--- src/rtl/rolling_hash_substring_search_macros.svh ---
// ----------------------------------------------------------------------------
// Assertion macros for the rolling hash substring search block
// ----------------------------------------------------------------------------
`ifndef ROLLING_HASH_SUBSTRING_SEARCH_MACROS_SVH
`define ROLLING_HASH_SUBSTRING_SEARCH_MACROS_SVH

// same-cycle implication, checked outside reset
`define RHSS_ASSERT_NOW(lbl, clk, rstn, ante, cons, msg) \
  lbl: assert property (@(posedge clk) disable iff (!rstn) (ante) |-> (cons)) \
    else $error(msg);

// next-cycle implication, checked outside reset
`define RHSS_ASSERT_NEXT(lbl, clk, rstn, ante, cons, msg) \
  lbl: assert property (@(posedge clk) disable iff (!rstn) (ante) |=> (cons)) \
    else $error(msg);

`endif

--- src/rtl/rhss_pkg.sv ---
// ----------------------------------------------------------------------------
// rhss_pkg
// Constants, types and control structs of the rolling hash substring search.
// ----------------------------------------------------------------------------
package rhss_pkg;

  // sizing
  localparam int PATTERN_MAX  = 64;
  localparam int TEXT_MAX     = 65536;
  localparam int HASH_MODULUS = 1000000;
  localparam int HASH_BASE    = 31;

  // derived widths
  localparam int PLW = $clog2(PATTERN_MAX + 1);                    // pattern length
  localparam int PIW = (PATTERN_MAX > 1) ? $clog2(PATTERN_MAX) : 1; // history index
  localparam int TPW = $clog2(TEXT_MAX + 1);                       // text position
  localparam int CW  = ((TPW > PLW) ? TPW : PLW) + 1;              // position compares
  localparam int HW  = $clog2(HASH_MODULUS);                       // reduced hash
  localparam int RW  = HW + 8;                                     // unreduced value

  // restoring reduction: subtract modulus << 7 down to modulus << 0
  localparam int RED_STEPS = 8;
  localparam int RCW       = 3;

  typedef logic [7:0]    byte_t;
  typedef logic [15:0]   start_t;
  typedef logic [HW-1:0] hash_t;
  typedef logic [RW-1:0] red_t;

  typedef enum logic {
    OP_PATTERN = 1'b0,
    OP_TEXT    = 1'b1
  } op_t;

  typedef enum logic [1:0] {
    STATUS_NONE  = 2'd0,
    STATUS_MATCH = 2'd1,
    STATUS_POVF  = 2'd2,
    STATUS_TOVF  = 2'd3
  } status_t;

  // shift enables for the cell row
  typedef struct packed {
    logic shift_win;
    logic shift_pat;
  } cell_ctrl_t;

  // control of the modular reduction lanes
  typedef struct packed {
    logic           load;
    logic           step;
    logic [RCW-1:0] sh;
  } red_ctrl_t;

endpackage

--- src/rtl/rhss_if.sv ---
// ----------------------------------------------------------------------------
// rhss_if
// Valid/ready channels for byte input transactions and search results.
// ----------------------------------------------------------------------------
interface rhss_in_if import rhss_pkg::*; ();
  logic  valid;
  logic  ready;
  op_t   operation;
  byte_t byte_value;
  logic  last;

  modport source (output valid, output operation, output byte_value, output last,
                  input ready);
  modport sink   (input valid, input operation, input byte_value, input last,
                  output ready);
endinterface

interface rhss_out_if import rhss_pkg::*; ();
  logic    valid;
  logic    ready;
  status_t status;
  start_t  match_start;

  modport source (output valid, output status, output match_start, input ready);
  modport sink   (input valid, input status, input match_start, output ready);
endinterface

--- src/rtl/rhss_cell.sv ---
// ----------------------------------------------------------------------------
// rhss_cell
// One position of the compare row: a window byte, a pattern byte, a match flag.
// ----------------------------------------------------------------------------
module rhss_cell import rhss_pkg::*; (
  input  logic       clk,
  input  cell_ctrl_t ctrl,
  input  byte_t      win_in,
  input  byte_t      pat_in,
  input  logic       cmp_en,
  output byte_t      win_q,
  output byte_t      pat_q,
  output logic       match
);

  byte_t win_r;
  byte_t pat_r;
  logic  match_r;

  // shift toward the older end; positions past the pattern always match
  always_ff @(posedge clk) begin
    if (ctrl.shift_win) begin
      win_r <= win_in;
    end
    if (ctrl.shift_pat) begin
      pat_r <= pat_in;
    end
    match_r <= !cmp_en || (win_r == pat_r);
  end

  assign win_q = win_r;
  assign pat_q = pat_r;
  assign match = match_r;

endmodule

--- src/rtl/rhss_reduce.sv ---
// ----------------------------------------------------------------------------
// rhss_reduce
// Restoring modular reduction lane, one conditional subtract per cycle while step is set.
// ----------------------------------------------------------------------------
module rhss_reduce import rhss_pkg::*; (
  input  logic      clk,
  input  red_ctrl_t ctrl,
  input  red_t      load_val,
  output hash_t     result
);

  red_t val_r;
  red_t msh;

  // modulus scaled for the current step
  assign msh = RW'(HASH_MODULUS) << ctrl.sh;

  always_ff @(posedge clk) begin
    if (ctrl.load) begin
      val_r <= load_val;
    end else if (ctrl.step && (val_r >= msh)) begin
      val_r <= val_r - msh;
    end
  end

  // below the modulus after the last step
  assign result = val_r[HW-1:0];

endmodule

--- src/rtl/rolling_hash_substring_search.sv ---
// ----------------------------------------------------------------------------
// rolling_hash_substring_search: Rabin-Karp search over a byte stream
// Pattern and text bytes each pass accept, multiply, 8 reduction steps and
// update in the shared reduction lanes; no byte is taken before the last is
// done. Overflowed pattern and text bytes skip the hash update; a last text
// byte adds an emit step, held while the previous result waits, which loads
// the registered result. Synchronous active-low reset; no clearing pass.
// ----------------------------------------------------------------------------
`include "rolling_hash_substring_search_macros.svh"

module rolling_hash_substring_search import rhss_pkg::*; (
  input  logic             clk,
  input  logic             rst_n,
  rhss_in_if.sink          in_chan,
  rhss_out_if.source       out_chan
);

  typedef enum logic [4:0] {
    S_IDLE = 5'b00001,
    S_MUL  = 5'b00010,
    S_RED  = 5'b00100,
    S_FIN  = 5'b01000,
    S_EMIT = 5'b10000
  } state_t;

  // control state
  state_t         state_r, state_nxt;
  logic [PLW-1:0] len_r, len_nxt;
  hash_t          ph_r, ph_nxt;
  hash_t          tp_r, tp_nxt;
  hash_t          wh_r, wh_nxt;
  logic [TPW-1:0] pos_r, pos_nxt;
  logic [PIW-1:0] wp_r, wp_nxt;
  logic           found_r, found_nxt;
  logic [TPW-1:0] fpos_r, fpos_nxt;
  logic           povf_r, povf_nxt;
  logic           tovf_r, tovf_nxt;
  logic           closed_r, closed_nxt;
  logic [RCW-1:0] cnt_r, cnt_nxt;
  logic           out_valid_r, out_valid_nxt;

  // per-transaction payload
  op_t            op_r;
  byte_t          byte_r;
  logic           last_r;
  logic [TPW-1:0] i_r;
  logic           use_old_r;
  byte_t          rd_r;
  status_t        out_status_r;
  start_t         out_start_r;

  byte_t          hist_mem [PATTERN_MAX];

  logic           in_acc;
  logic           out_load;
  logic [PLW-1:0] len_eff;
  logic [PLW-1:0] raddr_w;
  logic [PIW-1:0] raddr;
  cell_ctrl_t     cell_ctrl;
  red_ctrl_t      red_ctrl;
  red_t           x_load;
  red_t           y_load;
  byte_t          mul_a;
  hash_t          hsrc;
  hash_t          x_res;
  hash_t          y_res;
  hash_t          nh;
  logic           hit;
  logic           all_match;
  status_t        status_c;

  byte_t          win_q   [PATTERN_MAX];
  byte_t          pat_q   [PATTERN_MAX];
  logic [PATTERN_MAX-1:0] cmp_en;
  logic [PATTERN_MAX-1:0] cell_match;

  assign in_chan.ready = (state_r == S_IDLE);
  assign in_acc        = in_chan.valid && in_chan.ready;

  // a pattern byte after a closed pattern starts over
  assign len_eff = closed_r ? '0 : len_r;

  // history slot of the byte leaving the window: (wp - m) mod PATTERN_MAX
  assign raddr_w = (PLW'(wp_r) >= len_r) ? (PLW'(wp_r) - len_r)
                                        : (PLW'(wp_r) + PLW'(PATTERN_MAX) - len_r);
  assign raddr   = raddr_w[PIW-1:0];

  // compare row
  genvar g;
  generate
    for (g = 0; g < PATTERN_MAX; g++) begin : g_cell
      byte_t win_in;
      byte_t pat_in;
      if (g == 0) begin : g_head
        assign win_in = in_chan.byte_value;
        assign pat_in = in_chan.byte_value;
      end else begin : g_body
        assign win_in = win_q[g-1];
        assign pat_in = pat_q[g-1];
      end
      assign cmp_en[g] = (PLW'(g) < len_r);
      rhss_cell u_cell (
        .clk    (clk),
        .ctrl   (cell_ctrl),
        .win_in (win_in),
        .pat_in (pat_in),
        .cmp_en (cmp_en[g]),
        .win_q  (win_q[g]),
        .pat_q  (pat_q[g]),
        .match  (cell_match[g])
      );
    end
  endgenerate

  assign all_match = &cell_match;

  // lane operands: hash * 31 + byte, and leaving byte * 31^m (or 31^m * 31)
  assign hsrc   = (op_r == OP_TEXT) ? wh_r : ph_r;
  assign mul_a  = (op_r == OP_TEXT) ? (use_old_r ? rd_r : '0) : 8'(HASH_BASE);
  assign x_load = RW'(hsrc) * RW'(HASH_BASE) + RW'(byte_r);
  assign y_load = RW'(mul_a) * RW'(tp_r);

  rhss_reduce u_red_x (
    .clk      (clk),
    .ctrl     (red_ctrl),
    .load_val (x_load),
    .result   (x_res)
  );

  rhss_reduce u_red_y (
    .clk      (clk),
    .ctrl     (red_ctrl),
    .load_val (y_load),
    .result   (y_res)
  );

  // rolling window hash after removing the leaving byte
  assign nh = (x_res >= y_res) ? (x_res - y_res)
                               : HW'(RW'(x_res) + RW'(HASH_MODULUS) - RW'(y_res));

  assign hit = (len_r != '0) && !found_r && (CW'(i_r) + CW'(1) >= CW'(len_r)) &&
               (nh == ph_r) && all_match;

  // result status, pattern overflow first
  always_comb begin
    if (povf_r) begin
      status_c = STATUS_POVF;
    end else if (tovf_r) begin
      status_c = STATUS_TOVF;
    end else if (found_r && (len_r != '0)) begin
      status_c = STATUS_MATCH;
    end else begin
      status_c = STATUS_NONE;
    end
  end

  // sequencer
  always_comb begin
    state_nxt   = state_r;
    len_nxt     = len_r;
    ph_nxt      = ph_r;
    tp_nxt      = tp_r;
    wh_nxt      = wh_r;
    pos_nxt     = pos_r;
    wp_nxt      = wp_r;
    found_nxt   = found_r;
    fpos_nxt    = fpos_r;
    povf_nxt    = povf_r;
    tovf_nxt    = tovf_r;
    closed_nxt  = closed_r;
    cnt_nxt     = cnt_r;
    out_load    = 1'b0;
    cell_ctrl   = '0;
    red_ctrl    = '0;
    red_ctrl.sh = RCW'(RED_STEPS - 1) - cnt_r;

    case (state_r)
      S_IDLE: begin
        if (in_acc) begin
          if (in_chan.operation == OP_PATTERN) begin
            if (closed_r) begin
              ph_nxt   = '0;
              tp_nxt   = HW'(1);
              povf_nxt = 1'b0;
            end
            closed_nxt = in_chan.last;
            if (len_eff < PLW'(PATTERN_MAX)) begin
              len_nxt             = len_eff + PLW'(1);
              cell_ctrl.shift_pat = 1'b1;
              state_nxt           = S_MUL;
            end else begin
              len_nxt  = len_eff;
              povf_nxt = 1'b1;
            end
          end else begin
            if (CW'(pos_r) >= CW'(TEXT_MAX)) begin
              tovf_nxt = 1'b1;
              if (in_chan.last) begin
                state_nxt = S_EMIT;
              end
            end else begin
              pos_nxt             = pos_r + TPW'(1);
              wp_nxt              = (wp_r == PIW'(PATTERN_MAX - 1)) ? '0 : wp_r + PIW'(1);
              cell_ctrl.shift_win = 1'b1;
              state_nxt           = S_MUL;
            end
          end
        end
      end
      S_MUL: begin
        red_ctrl.load = 1'b1;
        cnt_nxt       = '0;
        state_nxt     = S_RED;
      end
      S_RED: begin
        red_ctrl.step = 1'b1;
        cnt_nxt       = cnt_r + RCW'(1);
        if (cnt_r == RCW'(RED_STEPS - 1)) begin
          state_nxt = S_FIN;
        end
      end
      S_FIN: begin
        if (op_r == OP_TEXT) begin
          wh_nxt = nh;
          if (hit) begin
            found_nxt = 1'b1;
            fpos_nxt  = TPW'(CW'(i_r) + CW'(1) - CW'(len_r));
          end
          state_nxt = last_r ? S_EMIT : S_IDLE;
        end else begin
          ph_nxt    = x_res;
          tp_nxt    = y_res;
          state_nxt = S_IDLE;
        end
      end
      S_EMIT: begin
        if (!out_valid_r || out_chan.ready) begin
          out_load  = 1'b1;
          pos_nxt   = '0;
          wp_nxt    = '0;
          wh_nxt    = '0;
          found_nxt = 1'b0;
          fpos_nxt  = '0;
          tovf_nxt  = 1'b0;
          state_nxt = S_IDLE;
        end
      end
      default: begin
        state_nxt = S_IDLE;
      end
    endcase

    if (out_load) begin
      out_valid_nxt = 1'b1;
    end else if (out_chan.ready) begin
      out_valid_nxt = 1'b0;
    end else begin
      out_valid_nxt = out_valid_r;
    end
  end

  // control registers
  always_ff @(posedge clk) begin
    if (!rst_n) begin
      state_r     <= S_IDLE;
      len_r       <= '0;
      ph_r        <= '0;
      tp_r        <= HW'(1);
      wh_r        <= '0;
      pos_r       <= '0;
      wp_r        <= '0;
      found_r     <= 1'b0;
      fpos_r      <= '0;
      povf_r      <= 1'b0;
      tovf_r      <= 1'b0;
      closed_r    <= 1'b0;
      cnt_r       <= '0;
      out_valid_r <= 1'b0;
    end else begin
      state_r     <= state_nxt;
      len_r       <= len_nxt;
      ph_r        <= ph_nxt;
      tp_r        <= tp_nxt;
      wh_r        <= wh_nxt;
      pos_r       <= pos_nxt;
      wp_r        <= wp_nxt;
      found_r     <= found_nxt;
      fpos_r      <= fpos_nxt;
      povf_r      <= povf_nxt;
      tovf_r      <= tovf_nxt;
      closed_r    <= closed_nxt;
      cnt_r       <= cnt_nxt;
      out_valid_r <= out_valid_nxt;
    end
  end

  // transaction payload capture
  always_ff @(posedge clk) begin
    if (in_acc) begin
      op_r      <= in_chan.operation;
      byte_r    <= in_chan.byte_value;
      last_r    <= in_chan.last;
      i_r       <= pos_r;
      use_old_r <= (len_r != '0) && (CW'(pos_r) >= CW'(len_r));
    end
    if (out_load) begin
      out_status_r <= status_c;
      out_start_r  <= (status_c == STATUS_MATCH) ? 16'(fpos_r) : '0;
    end
  end

  // window history: read the leaving byte before the slot is overwritten
  always_ff @(posedge clk) begin
    if (cell_ctrl.shift_win) begin
      rd_r            <= hist_mem[raddr];
      hist_mem[wp_r]  <= in_chan.byte_value;
    end
  end

  assign out_chan.valid       = out_valid_r;
  assign out_chan.status      = out_status_r;
  assign out_chan.match_start = out_start_r;

  // checks
  `RHSS_ASSERT_NEXT(a_text_enters_mul, clk, rst_n,
    in_acc && (in_chan.operation == OP_TEXT) && (CW'(pos_r) < CW'(TEXT_MAX)),
    state_r == S_MUL, "text transaction did not start the hash update")
  `RHSS_ASSERT_NOW(a_hash_in_range, clk, rst_n, 1'b1,
    (RW'(wh_r) < RW'(HASH_MODULUS)) && (RW'(ph_r) < RW'(HASH_MODULUS)) &&
    (RW'(tp_r) < RW'(HASH_MODULUS)), "hash state not reduced below modulus")
  `RHSS_ASSERT_NEXT(a_result_from_emit, clk, rst_n,
    (state_r != S_EMIT) && !out_valid_r, !out_valid_r,
    "result raised outside the emit step")

endmodule
--- src/flat_wrapper.sv ---
// flat-port wrapper written by rule: the top's interface ports become plain ports
module rolling_hash_substring_search_flat import rhss_pkg::*;
  (clk, rst_n, in_chan_valid, in_chan_operation, in_chan_byte_value, in_chan_last, in_chan_ready, out_chan_valid, out_chan_status, out_chan_match_start, out_chan_ready);
  rhss_in_if in_chan_i ();
  rhss_out_if out_chan_i ();
  input  logic clk;
  input  logic rst_n;
  input wire logic [$bits(in_chan_i.valid)-1:0] in_chan_valid;
  input wire logic [$bits(in_chan_i.operation)-1:0] in_chan_operation;
  input wire logic [$bits(in_chan_i.byte_value)-1:0] in_chan_byte_value;
  input wire logic [$bits(in_chan_i.last)-1:0] in_chan_last;
  output wire logic [$bits(in_chan_i.ready)-1:0] in_chan_ready;
  output wire logic [$bits(out_chan_i.valid)-1:0] out_chan_valid;
  output wire logic [$bits(out_chan_i.status)-1:0] out_chan_status;
  output wire logic [$bits(out_chan_i.match_start)-1:0] out_chan_match_start;
  input wire logic [$bits(out_chan_i.ready)-1:0] out_chan_ready;
  assign in_chan_i.valid = in_chan_valid;
  assign in_chan_i.operation = in_chan_operation;
  assign in_chan_i.byte_value = in_chan_byte_value;
  assign in_chan_i.last = in_chan_last;
  assign in_chan_ready = in_chan_i.ready;
  assign out_chan_valid = out_chan_i.valid;
  assign out_chan_status = out_chan_i.status;
  assign out_chan_match_start = out_chan_i.match_start;
  assign out_chan_i.ready = out_chan_ready;
  rolling_hash_substring_search u_core (.clk(clk), .rst_n(rst_n), .in_chan(in_chan_i), .out_chan(out_chan_i));
endmodule
--- config.mk ---
export PLATFORM = sky130hd
export DESIGN_NAME = rolling_hash_substring_search_flat
export DESIGN_NICKNAME = d
export VERILOG_FILES = /design/src/rtl/rhss_pkg.sv /design/src/rtl/rhss_if.sv /design/src/rtl/rhss_cell.sv /design/src/rtl/rhss_reduce.sv /design/src/rtl/rolling_hash_substring_search.sv /design/src/flat_wrapper.sv
export VERILOG_INCLUDE_DIRS = /design/src /design/src/rtl
export SDC_FILE = /design/constraint.sdc
export NUM_CORES = 2
export LEC_CHECK = 0
export BUFFER_PORTS_ARGS = -buffer_cell sky130_fd_sc_hd__clkbuf_2
export CORE_ASPECT_RATIO = 0.9
export CORE_UTILIZATION = 40
export DETAILED_ROUTE_END_ITERATION = 7
export PLACE_DENSITY = 0.62
export SETUP_SLACK_MARGIN = 0.05
export SYNTH_ARGS = -nofsm -noshare
export SYNTH_HDL_FRONTEND = slang
export SYNTH_SLANG_ARGS = --single-unit
--- constraint.sdc ---
create_clock -name clk -period 98.4 [get_ports clk]
set_clock_uncertainty 0.2 [all_clocks]
set_input_delay 4.92 -clock clk [delete_from_list [all_inputs] [get_ports clk]]
set_output_delay 4.92 -clock clk [all_outputs]
set_load 0.01 [all_outputs]
==> reports/metrics.csv <==
metric,value,unit
crit_chain,"clkbuf_2, nand2_1, inv_1, nand3b_1, inv_8, buf_4, buf_4",
drive_gt1_share,10.4,%
r2r_cells,20,
drv_slew,0,
ys.flop_type,edfxtp_1,
grt_pass1_vias,44023,
critPathTopFamily,buffers and inverters,
synth-xor-area-share,7.36,%
seq_area,53100,um^2
grt_pass1_wl,273000,um
p_per_area,20.6,nW/um^2
layout_common_cells,"edfxtp_1, xnor2_1, inv_1",
io_buffers,33,
regToRegSetupSlack,91290,ps
final_common_cell,edfxtp_1,
clkLatencyLatePin,820,ps
cp_slowest_cell,inv_1,
vdd_drop_max,0.0166,mV
critPathKind,input port to register,
synth_edf_count,1646,
tightest_slew,1240,ps
period_needed,8720,ps
grt_usage,17.6,%
hold_buffers,0,
met3_usage,3.66,%
synth_top_family_by_area,adder cells,
status,completed,
yosys-top-cells-area,"edfxtp_1, xnor2_1, fa_1, dfxtp_1, mux4_2",
detail_route.wirelength,180000,um
dp_hpwl,120000,um
syn_area_per_cell,15.3,um^2
path_clk_slew,60,ps
post_cts_resized,0,
overflow,0,
start_kind,input port,
area_growth_syn_to_layout,11.9,%
core,201000,um^2
cp_max_fo,115,
max-cap-violations,0,
slowest_delay,870,ps
hp-start,u_core.g_cell[4].u_cell.win_q[6]$_DFFE_PP_,
netlist_instances,5274,
numCtsBuffers,183,
cts-root-buf,clkbuf_16,
gp_congestion,0.866,
ioPinCount,34,
grt_busiest_layer,met2,
cp-end-kind,register,
seq_area_frac_synth,65.6,%
cp_num_buf_inv,5,
worstHoldPathType,register to register,
fin_area,90500,um^2
synth_fa_ha_area_share,7.85,%
first_pass_iters,5,
slew_headroom,17.2,%
leakage,30.5,nW
yosys.area_share.simple,7.29,%
cts_setup_buffers,0,
fmax,115,MHz
ys_ff_latch,1829,
final_util,45.1,%
synth_cell_types,92,
clockBufferDepth,3,
drtAntennaViolNets,0,
r2r_start,u_core.op_r$_DFFE_PP_,
fin_nets,5802,
netlist_area,80900,um^2
num_rows,156,
synth.mux.area_fraction,4.91,%
path_depth,7,
placed_area,84300,um^2
critPathRequiredTime,98630,ps
synth_top_area_cell,edfxtp_1,
synth-async-reset-ratio,0,%
use_met2,26.3,%
cts_tree,done,
synth_compound_area_share,4.94,%
timing.rr.end,u_core.u_red_y.val_r[27]$_DFFE_PP_,
drt_iter0_markers,4125,
synthesis.nets,5684,
viasPerCell,5.28,
final.setup.tns,0,ps
min_to,u_core.g_cell[5].u_cell.win_q[6]$_DFFE_PP_,
whs_path_depth,0,
grt_setup_unrepaired,no,
die_width,476,um
wire_per_inst,21.8,um
htreeDepth,4,
synth_top_area_share,61.1,%
crit_arrival,8950,ps
fillerInstances,17417,
critPathMostFrequentCell,buf_4,
dieArea,204000,um^2
drc,0,
fin_crit_sh,8.86,%
grt_max_degree,173,
clock_sinks,1829,
multiInputGateArea,26300,um^2
start_util,40.3,%
grt_util_met1,26.2,%
finalSetupViolCount,0,
hold_viol_final,0,
yosys_warnings,0,
routed-via-count,43530,
antenna_found_initial,11,
die_y,429,um
## power by group
part	leakage, nW	total (mW)	internal, mW	switching [mW]
clock network	3.03	0.713	0.414	0.299
logic	11.7	0.225	0.0905	0.135
registers	15.8	0.930	0.903	0.0267
## worst max-delay path by stage
stage                 startpoint                                          end
2_1_floorplan  in_chan_operation                 u_core.len_r[1]$_SDFFE_PN0P_
3_3_place_gp       in_chan_valid  u_core.g_cell[19].u_cell.win_q[1]$_DFFE_PP_
3_5_place_dp       in_chan_valid  u_core.g_cell[19].u_cell.win_q[1]$_DFFE_PP_
4_1_cts            in_chan_valid  u_core.g_cell[15].u_cell.win_q[0]$_DFFE_PP_
5_1_grt            in_chan_valid  u_core.g_cell[20].u_cell.win_q[4]$_DFFE_PP_
6_report           in_chan_valid  u_core.g_cell[19].u_cell.win_q[1]$_DFFE_PP_
## state kept, by name (all words and copies together) (netlist names), 16 cells and up
register and count:
u_core.ph_r 20, u_core.i_r 17, u_core.g_cell.u_cell.win_q 512, u_core.u_red_x.val_r 28
u_core.wh_r 20, u_core.fpos_r 16, u_core.pos_r 17, u_core.g_cell.u_cell.pat_q 512
u_core.tp_r 20, u_core.g_cell.u_cell.match 64, u_core.u_red_y.val_r 28, u_core.out_chan.match_start 16
u_core.hist_mem 512
## final cells by class
class                   instances  share of cell area, %
multi-input cells            3019                   29.0
repair buffers                 79                  0.608
flip-flops and latches       1829                   58.6
clock inverters               101                   1.25
inverters                     280                   1.17
diodes                          2                0.00553
clock buffers                 242                   5.59
well taps                    2686                   3.71
## cells by family after synthesis
logic type / count (synthesis)
flops: 1829
simple gates: 1141
xor+xnor: 669
compound gates: 618
buf+inv: 426
fa+ha+maj: 396
mux: 195
## synth_stat cells (all sizes together) (20+ instances only)
cell type and n:
edfxtp 1646, xnor2 566, inv 279, nand2 251, nor2 213, ha 210, fa 186, dfxtp 183
mux4 160, nand4 159, and2 149, o21ai 148, a21oi 143, nand3 118, clkbuf 107, xor2 96
nor2b 59, a21boi 56, a21o 39, buf 37, nor3 32, and3 31, nand2b 28, o211ai 26
o22ai 25, a211oi 24, mux2i 24, nor4 22, a31oi 21, or3 21, o21a 20
## per-stage QoR
step           cells  total power [mW]  hold slack (ps)  worst slack (ps)
2_1_floorplan   5274              1.14              240             53220
5_1_grt         8237              1.93              250             89270
6_report        8238              1.87              239             89680
3_5_place_dp    7893              1.17              255             88750
3_3_place_gp    7893              1.17              250             88830
4_1_cts         8236              1.88              234             89610
## worst register-to-register path: stages (launching register included)
cell,delay (ps)
edfxtp_1,320
buf_4,400
nand2_1,660
and2_1,440
fa_1,470
fa_1,550
inv_1,50
fa_1,470
fa_1,540
inv_1,40
ha_1,330
o21a_1,140
o21ai_0,260
a21oi_1,190
nor3_1,330
o31a_1,320
o21ai_0,160
a21boi_0,460
o21ai_0,210
xnor2_1,190
o21ai_0,100
## metal layers
metal	routed length, um	part of all wire (%)
met1	83500	46
met2	80000	45
met3	12500	7.0
met4	3660	2.0
met5	13	0.0072
Note: power is estimated with default switching activity, not from simulation.
